--- src/hdl/wbps_pkg.sv ---
// Package: shared constants and register codes of the wildcard byte pattern scanner.
package wbps_pkg;

   localparam int MAX_PATTERN_BYTES_DEF = 16;
   localparam int POSITION_BITS_DEF     = 32;
   localparam int PATTERN_REG_BYTES     = 16;

   localparam int CSR_INDEX_WIDTH = 3;
   localparam int CSR_DATA_WIDTH  = 64;
   localparam int ADDRESS_WIDTH   = 64;
   localparam int OFFSET_WIDTH    = 32;
   localparam int CARE_WIDTH      = 16;
   localparam int LENGTH_WIDTH    = 5;

   typedef enum logic [CSR_INDEX_WIDTH-1:0] {
      REG_PATTERN_LOW  = 3'd0,
      REG_PATTERN_HIGH = 3'd1,
      REG_CARE_MASK    = 3'd2,
      REG_PATTERN_LEN  = 3'd3,
      REG_REGION_BASE  = 3'd4,
      REG_RESULT_OFFS  = 3'd5
   } csr_reg_type;

endpackage

--- src/hdl/wbps_req_if.sv ---
// Interface: input byte channel.
interface wbps_req_if;
   logic       valid;
   logic       ready;
   logic [7:0] data_byte;
   logic       last_byte;

   modport source (output valid, output data_byte, output last_byte, input ready);
   modport sink   (input valid, input data_byte, input last_byte, output ready);
endinterface

--- src/hdl/wbps_rsp_if.sv ---
// Interface: result channel.
interface wbps_rsp_if;
   logic        valid;
   logic        ready;
   logic        found;
   logic [63:0] match_address;

   modport source (output valid, output found, output match_address, input ready);
   modport sink   (input valid, input found, input match_address, output ready);
endinterface

--- src/hdl/wbps_csr_if.sv ---
// Interface: configuration write channel.
interface wbps_csr_if;
   logic        valid;
   logic        ready;
   logic [2:0]  index;
   logic [63:0] data;

   modport source (output valid, output index, output data, input ready);
   modport sink   (input valid, input index, input data, output ready);
endinterface

--- src/hdl/wildcard_byte_pattern_scanner_unit.sv ---
// Top level: wildcard byte pattern scanner.
//
// Bytes of a region arrive on req_bus, one per transfer, last_byte on the final one.
// The first start position whose bytes match the pattern (care mask clear = wildcard)
// gives one rsp_bus transfer with found=1 and base + start + offset. A region that
// ends without a match gives found=0 with a zero address on its last byte.
// Configuration is written through csr_bus (always ready); the user must do so only while
// the block is idle, which the block itself does not enforce. An accepted byte is held in
// the input register; its result is then loaded into the result register, which drives
// rsp valid.
// Throughput: one byte per cycle unless a result stalls; the window compare and the
// address add sit in one stage between the input and result registers.
// A stalled receiver holds the pending result; the input register then keeps its byte
// and req_bus.ready drops until the result is taken.
// Reset (synchronous) empties both registers, clears the region state and loads the
// register reset values: empty pattern, length one, zero base and offset.
module wildcard_byte_pattern_scanner_unit #(
   parameter int MAX_PATTERN_BYTES = wbps_pkg::MAX_PATTERN_BYTES_DEF,
   parameter int POSITION_BITS     = wbps_pkg::POSITION_BITS_DEF
) (
   input  logic        clock,
   input  logic        reset,
   wbps_req_if.sink    req_bus,
   wbps_rsp_if.source  rsp_bus,
   wbps_csr_if.sink    csr_bus
);
   import wbps_pkg::*;

   localparam int LEN_W = $clog2(MAX_PATTERN_BYTES + 1);
   localparam int CL_W  = (LEN_W > LENGTH_WIDTH) ? LEN_W : LENGTH_WIDTH;
   localparam int CMP_W = (POSITION_BITS > LEN_W) ? POSITION_BITS : LEN_W;
   localparam int WIN_W = MAX_PATTERN_BYTES * 8;

   logic [63:0]              pat_low_ff, pat_high_ff, base_ff;
   logic [CARE_WIDTH-1:0]    care_ff;
   logic [LENGTH_WIDTH-1:0]  plen_ff;
   logic [OFFSET_WIDTH-1:0]  offs_ff;

   logic                     in_valid_ff, in_last_ff;
   logic [7:0]               in_byte_ff;

   logic [WIN_W-1:0]         win_ff, win_in, win_rev, aligned;
   logic [POSITION_BITS-1:0] seen_ff, seen_in;
   logic                     reported_ff, reported_in;

   logic                     out_valid_ff, out_found_ff;
   logic [ADDRESS_WIDTH-1:0] out_addr_ff;

   logic [WIN_W-1:0]             pat_vec;
   logic [MAX_PATTERN_BYTES-1:0] care_vec, ok_vec;
   logic [CL_W-1:0]              plen_ext;
   logic [LEN_W-1:0]             used_len, shift;
   logic                         process, hit, fire, not_found;
   logic [ADDRESS_WIDTH-1:0]     addr;

   // configuration
   assign csr_bus.ready = 1'b1;

   always_ff @(posedge clock) begin
      if (reset) begin
         pat_low_ff  <= '0;
         pat_high_ff <= '0;
         care_ff     <= '0;
         plen_ff     <= LENGTH_WIDTH'(1);
         base_ff     <= '0;
         offs_ff     <= '0;
      end else if (csr_bus.valid) begin
         unique case (csr_bus.index)
            REG_PATTERN_LOW:  pat_low_ff  <= csr_bus.data;
            REG_PATTERN_HIGH: pat_high_ff <= csr_bus.data;
            REG_CARE_MASK:    care_ff     <= csr_bus.data[CARE_WIDTH-1:0];
            REG_PATTERN_LEN:  plen_ff     <= csr_bus.data[LENGTH_WIDTH-1:0];
            REG_REGION_BASE:  base_ff     <= csr_bus.data;
            REG_RESULT_OFFS:  offs_ff     <= csr_bus.data[OFFSET_WIDTH-1:0];
            default: ;
         endcase
      end
   end

   // pattern bytes beyond the register pair are wildcards
   genvar gk;
   generate
      for (gk = 0; gk < MAX_PATTERN_BYTES; gk++) begin : g_pat
         if (gk < PATTERN_REG_BYTES) begin : g_reg
            if (gk < 8) begin : g_lo
               assign pat_vec[gk*8 +: 8] = pat_low_ff[gk*8 +: 8];
            end else begin : g_hi
               assign pat_vec[gk*8 +: 8] = pat_high_ff[(gk-8)*8 +: 8];
            end
            assign care_vec[gk] = care_ff[gk];
         end else begin : g_wild
            assign pat_vec[gk*8 +: 8] = 8'd0;
            assign care_vec[gk]       = 1'b0;
         end
      end
      if (MAX_PATTERN_BYTES == 1) begin : g_win1
         assign win_in = in_byte_ff;
      end else begin : g_winn
         assign win_in = {win_ff[WIN_W-9:0], in_byte_ff};
      end
   endgenerate

   // input register
   assign process       = in_valid_ff && (!out_valid_ff || rsp_bus.ready);
   assign req_bus.ready = !in_valid_ff || process;

   always_ff @(posedge clock) begin
      if (reset) begin
         in_valid_ff <= 1'b0;
      end else if (req_bus.ready) begin
         in_valid_ff <= req_bus.valid;
      end
   end

   always_ff @(posedge clock) begin
      if (req_bus.valid && req_bus.ready) begin
         in_byte_ff <= req_bus.data_byte;
         in_last_ff <= req_bus.last_byte;
      end
   end

   // compare stage
   always_comb begin
      plen_ext = CL_W'(plen_ff);
      if (plen_ff == '0) begin
         used_len = LEN_W'(1);
      end else if (plen_ext > CL_W'(MAX_PATTERN_BYTES)) begin
         used_len = LEN_W'(MAX_PATTERN_BYTES);
      end else begin
         used_len = plen_ext[LEN_W-1:0];
      end
      shift = LEN_W'(MAX_PATTERN_BYTES) - used_len;

      for (int i = 0; i < MAX_PATTERN_BYTES; i++) begin
         win_rev[i*8 +: 8] = win_in[(MAX_PATTERN_BYTES-1-i)*8 +: 8];
      end
      // aligned byte k lines up with pattern byte k
      aligned = win_rev >> {shift, 3'b000};
      for (int k = 0; k < MAX_PATTERN_BYTES; k++) begin
         ok_vec[k] = (LEN_W'(k) >= used_len) || !care_vec[k]
                     || (aligned[k*8 +: 8] == pat_vec[k*8 +: 8]);
      end
      hit = &ok_vec;

      seen_in = (&seen_ff) ? seen_ff : seen_ff + POSITION_BITS'(1);
      fire      = !reported_ff && (CMP_W'(seen_in) >= CMP_W'(used_len)) && hit;
      not_found = in_last_ff && !reported_ff && !fire;
      reported_in = reported_ff || fire;
      addr = base_ff + (ADDRESS_WIDTH'(seen_in) - ADDRESS_WIDTH'(used_len))
             + {{(ADDRESS_WIDTH-OFFSET_WIDTH){offs_ff[OFFSET_WIDTH-1]}}, offs_ff};
   end

   // region state
   always_ff @(posedge clock) begin
      if (reset) begin
         seen_ff     <= '0;
         reported_ff <= 1'b0;
      end else if (process) begin
         if (in_last_ff) begin
            seen_ff     <= '0;
            reported_ff <= 1'b0;
         end else begin
            seen_ff     <= seen_in;
            reported_ff <= reported_in;
         end
      end
   end

   always_ff @(posedge clock) begin
      if (process) begin
         win_ff <= win_in;
      end
   end

   // result register
   always_ff @(posedge clock) begin
      if (reset) begin
         out_valid_ff <= 1'b0;
      end else if (process && (fire || not_found)) begin
         out_valid_ff <= 1'b1;
      end else if (rsp_bus.ready) begin
         out_valid_ff <= 1'b0;
      end
   end

   always_ff @(posedge clock) begin
      if (process && (fire || not_found)) begin
         out_found_ff <= fire;
         out_addr_ff  <= fire ? addr : '0;
      end
   end

   assign rsp_bus.valid         = out_valid_ff;
   assign rsp_bus.found         = out_found_ff;
   assign rsp_bus.match_address = out_addr_ff;

`ifndef SYNTHESIS
   a_region_clear: assert property (@(posedge clock) disable iff (reset)
      (process && in_last_ff) |=> (seen_ff == '0 && !reported_ff))
      else $error("region state not cleared after last byte");

   a_reported_seen: assert property (@(posedge clock) disable iff (reset)
      reported_ff |-> (seen_ff != '0))
      else $error("match reported with empty position count");

   a_stall_source: assert property (@(posedge clock) disable iff (reset)
      (in_valid_ff && !req_bus.ready) |-> (out_valid_ff && !rsp_bus.ready))
      else $error("input stalled without a stalled result");
`endif

endmodule
--- src/flat_wrapper.sv ---
// flat-port wrapper written by rule: the top's interface ports become plain ports
module wildcard_byte_pattern_scanner_unit_flat import wbps_pkg::*;
#(
   parameter int MAX_PATTERN_BYTES = wbps_pkg::MAX_PATTERN_BYTES_DEF,
   parameter int POSITION_BITS     = wbps_pkg::POSITION_BITS_DEF
)
  (clock, reset, req_bus_valid, req_bus_data_byte, req_bus_last_byte, req_bus_ready, rsp_bus_valid, rsp_bus_found, rsp_bus_match_address, rsp_bus_ready, csr_bus_valid, csr_bus_index, csr_bus_data, csr_bus_ready);
  wbps_req_if req_bus_i ();
  wbps_rsp_if rsp_bus_i ();
  wbps_csr_if csr_bus_i ();
  input  logic clock;
  input  logic reset;
  input wire logic [$bits(req_bus_i.valid)-1:0] req_bus_valid;
  input wire logic [$bits(req_bus_i.data_byte)-1:0] req_bus_data_byte;
  input wire logic [$bits(req_bus_i.last_byte)-1:0] req_bus_last_byte;
  output wire logic [$bits(req_bus_i.ready)-1:0] req_bus_ready;
  output wire logic [$bits(rsp_bus_i.valid)-1:0] rsp_bus_valid;
  output wire logic [$bits(rsp_bus_i.found)-1:0] rsp_bus_found;
  output wire logic [$bits(rsp_bus_i.match_address)-1:0] rsp_bus_match_address;
  input wire logic [$bits(rsp_bus_i.ready)-1:0] rsp_bus_ready;
  input wire logic [$bits(csr_bus_i.valid)-1:0] csr_bus_valid;
  input wire logic [$bits(csr_bus_i.index)-1:0] csr_bus_index;
  input wire logic [$bits(csr_bus_i.data)-1:0] csr_bus_data;
  output wire logic [$bits(csr_bus_i.ready)-1:0] csr_bus_ready;
  assign req_bus_i.valid = req_bus_valid;
  assign req_bus_i.data_byte = req_bus_data_byte;
  assign req_bus_i.last_byte = req_bus_last_byte;
  assign req_bus_ready = req_bus_i.ready;
  assign rsp_bus_valid = rsp_bus_i.valid;
  assign rsp_bus_found = rsp_bus_i.found;
  assign rsp_bus_match_address = rsp_bus_i.match_address;
  assign rsp_bus_i.ready = rsp_bus_ready;
  assign csr_bus_i.valid = csr_bus_valid;
  assign csr_bus_i.index = csr_bus_index;
  assign csr_bus_i.data = csr_bus_data;
  assign csr_bus_ready = csr_bus_i.ready;
  wildcard_byte_pattern_scanner_unit #(.MAX_PATTERN_BYTES(MAX_PATTERN_BYTES), .POSITION_BITS(POSITION_BITS)) u_core (.clock(clock), .reset(reset), .req_bus(req_bus_i), .rsp_bus(rsp_bus_i), .csr_bus(csr_bus_i));
endmodule
--- config.mk ---
export PLATFORM = sky130hd
export DESIGN_NAME = wildcard_byte_pattern_scanner_unit_flat
export DESIGN_NICKNAME = d
export VERILOG_FILES = /design/src/hdl/wbps_pkg.sv /design/src/hdl/wbps_req_if.sv /design/src/hdl/wbps_rsp_if.sv /design/src/hdl/wbps_csr_if.sv /design/src/hdl/wildcard_byte_pattern_scanner_unit.sv /design/src/flat_wrapper.sv
export SDC_FILE = /design/constraint.sdc
export NUM_CORES = 2
export LEC_CHECK = 0
export BUFFER_PORTS_ARGS = -buffer_cell sky130_fd_sc_hd__clkbuf_2
export CAP_MARGIN = 20
export CORE_MARGIN = 2
export CORE_UTILIZATION = 56
export CTS_CLUSTER_DIAMETER = 150
export DETAILED_ROUTE_END_ITERATION = 10
export PLACE_DENSITY = 0.81
export SLEW_MARGIN = 30
export SYNTH_ARGS = -nofsm -noshare
export SYNTH_HDL_FRONTEND = slang
export SYNTH_SLANG_ARGS = --single-unit
export TNS_END_PERCENT = 5
--- constraint.sdc ---
create_clock -name clock -period 10.9 [get_ports clock]
set_clock_uncertainty 0.1 [all_clocks]
set_input_delay 0.545 -clock clock [delete_from_list [all_inputs] [get_ports clock]]
set_output_delay 0.545 -clock clock [all_outputs]
set_load 0.005 [all_outputs]
==> results by group <==
Clock tree
  – Num CTS Buffers: 53
  – Clk sinks: 474
  – # H-tree levels: 2
  – Worst-Skew Late Latency: 640 ps
  – CTS root buf: clkbuf_16
  – Clock tree buffer depth: 3
  – Setup Buffers After CTS: 0
  – Worst-path clk slew: 60 ps
  – CTS tree: yes

Synth
  – Avg Cell Area, Syn: 8.601 sq um
  – Adder-cell share of the synthesized area: 6.890%
  – Syn Std Cell Area: 32,140 sq um
  – Compound-Gate Fraction of Synth Area: 19.61%
  – Largest family of logic cells by synthesized area: compound AO/OA/AOI/OAI gates
  – Mapped Nets: 3,956
  – Synth warnings: 0
  – Area leader, netlist: edfxtp_1
  – Async set or reset register ratio after synthesis: 0%
  – Synth area leaders: edfxtp_1 (18%), dfxtp_1 (17%), nand2_1 (8.1%)
  – Post-synthesis sequential area ratio: 35.56%
  – Yosys top cell area share: 18.12%
  – Predominant post-synthesis flop cell: dfxtp_1
  – Syn Inst Count: 3,737
  – XOR/XNOR Fraction of Synth Area: 4.932%
  – Number of synthesized flops with an enable pin: 194
  – Synth Area in Simple Gates: 19.35%
  – Unique masters post-synth: 87
  – Multiplexer share of the synthesized area: 7.069%
  – Yosys reg bits: 474

Timing
  – Crit share post-route: 88.34%
  – Final hold vios: 0
  – Maximum clock frequency: 103.9 MHz
  – Worst slew pin tran: 962.4 ps
  – Slew Viols, Final: 0
  – Slew Limit Headroom: 35.16%
  – Unrepaired setup endpoints after global routing: false
  – Min Tclk post-route: 9629 ps
  – # setup viols final: 0
  – Setup_tns: 0 ps

Routing
  – Drt pass-1 iters: 6
  – Drt initial violations: 4,167
  – DRC Markers: 0
  – Vias post-DR: 29,495
  – Routed len/inst: 23.55 microns
  – DRT Wirelength: 107,200 microns
  – DRT antenna net count: 0
  – Vias/cell: 6.478

Power
  – Static Leak: 13.29 nW
  – Maximum VDD drop: 0.0001327 V
  – PD cells: 132.7 nW/um^2

Placed design
  – Gpl congestion: 1.032
  – # placed instances: 4,445
  – Dpl hpwl: 78,010 microns
  – Port bufs: 147

Worst setup path
  – Required time of the critical path: 11,150 ps
  – Critical path's slowest cell: fa_1
  – Worst-path maximum fanout: 31
  – Slowest Stage Delay on Critical Path: 540 ps
  – Most used cell, CP: inv_1
  – Worst Setup Start Kind: flop
  – Crit path capture type: flop
  – Worst Path Class, Setup: reg -> reg
  – Reg2Reg Depth: 34
  – CP arrival: 9880 ps

Global route
  – Pin count of the biggest net entering global routing: 130
  – First-pass GRT wire length: 161,300 microns
  – Antenna violations before repair: 5
  – Tot GR Track Use: 35.43%
  – Top Usage Layer GRT: met2
  – Vias in the first global route: 26,959
  – Congestion Overflow GR: 0
  – Met2 usage: 52.32%
  – GR Layer Usage met3: 7.601%
  – Routing usage on met1: 48.18%

Floorplanning
  – CORE AREA: 56,600 sq um
  – Io pins: 149
  – Area of the die: 59,330 sq um
  – Die Ht: 243.6 microns
  – Row count: 87
  – Die W: 243.6 microns
  – Starting Density: 56.79%

Final layout
  – Non-Filler Instances: 4,553
  – Nets: 3,972
  – Share of cells above drive strength 1: 12.76%
  – Synth-to-Final Area Change: 9.311%

Job
  – Max-cap violations: 0

Min path
  – Min-Delay Path Depth: 3
  – Min-delay worst type: in -> reg

Status
  – Status: finished, final reports clean
## cell usage after synthesis, drive strengths merged, types with 22 or more instances
cell	count
a211oi	42
a21o	46
a21oi	420
a221oi	25
a22oi	55
a31oi	37
and2	26
and3	27
buf	47
clkbuf	192
dfxtp	280
edfxtp	194
fa	65
ha	73
inv	285
mux2i	29
mux4	81
nand2	696
nand2b	59
nand3	65
nand4	46
nor2	128
nor3	101
o21ai	147
o22ai	28
or3	22
xnor2	98
xor2	83
## cell type report
type | instances | area, sq um
clock inverters | 23 | 282.8
flip-flops and latches | 474 | 11430
repair buffers | 200 | 1169
fillers | 4795 | 21470
clock buffers | 72 | 1505
diodes | 4 | 10.01
inverters | 286 | 1081
multi-input cells | 2738 | 18710
well taps | 756 | 945.9
## critical path, delay by kind of cell (launching register included)
family / cells / cell delay (ps)
xor gates and xnor gates: 1 / 380
DFF: 1 / 510
buffers and inverters: 6 / 730
and+or+nand+nor: 15 / 4210
adders and majority gates: 4 / 1510
AOI/OAI and AO/OA: 8 / 1900
## layer usage
metal / part of all wire, % / vias to the layer above
li1: - / 13323
met1: 39 / 13950
met3: 12 / 390
met2: 43 / 1832
met5: 0 / -
met4: 6.9 / 0
## flip-flops by register name (all words and copies together) (netlist names), 5 cells and up
name,count
u_core.base_ff,64
u_core.care_ff,16
u_core.in_byte_ff,8
u_core.offs_ff,32
u_core.pat_high_ff,64
u_core.pat_low_ff,64
u_core.plen_ext,5
u_core.rsp_bus.match_address,64
u_core.seen_ff,32
u_core.win_ff,120
## power by group
group | switching, mW | internal, mW | leakage (nW) | total (mW)
Clock | 0.766 | 1.09 | 0.890 | 1.85
Sequential | 0.0593 | 1.94 | 4.09 | 2.00
Combinational | 0.533 | 0.278 | 8.30 | 0.812
## metrics by stage
step           setup slack [ps]  total power, mW  util [%]  hold slack (ps)  instance area [sq um]
6_report                   1271            4.661     62.07            34.14                  35140
5_1_grt                   513.6            4.806     62.07            61.85                  35140
4_1_cts                    1396            4.643     62.02            30.29                  35110
3_5_place_dp               1455            2.811     58.71            347.0                  33230
3_3_place_gp               1566            2.798     58.70            341.4                  33230
2_1_floorplan              2350            2.545         -            331.8                  32140
## worst paths after layout
check | start | to | slack, ps
hold / removal | req_bus_valid | u_core.in_valid_ff$_SDFFE_PP0N_ | 30
setup / recovery | u_core.seen_ff[20]$_SDFFE_PP0P_ | u_core.rsp_bus.match_address[60]$_SDFFCE_PN0P_ | 1270
setup reg to reg | u_core.seen_ff[20]$_SDFFE_PP0P_ | u_core.rsp_bus.match_address[60]$_SDFFCE_PN0P_ | 1270
hold reg to reg | u_core.base_ff[54]$_SDFFE_PP0P_ | u_core.base_ff[54]$_SDFFE_PP0P_ | 350
## cells in the final DEF (no fill, tap or decap), types with 65 or more instances in the layout
cell type,instances
ha_1,72
edfxtp_1,194
mux4_2,81
nand2_1,693
clkbuf_2,148
fa_1,65
a21oi_1,419
nor2_1,121
xnor2_1,97
xor2_1,82
inv_1,282
dfxtp_1,280
o21ai_0,145
## cell families after synthesis
kind of cell,Yosys count
AO/OA/AOI/OAI,1007
flip-flops,474
other,1
buffers and inverters,525
AND/OR/NAND/NOR,1287
multiplexers,124
adder cells (fa/ha/maj),138
XOR/XNOR,181
## what timing repair did
item | CTS | global route
hold endpoints to repair | 9 | 0
resized for setup | 0 | 0
hold buffers | 9 | 0
Power figures use the tool's default switching activity.
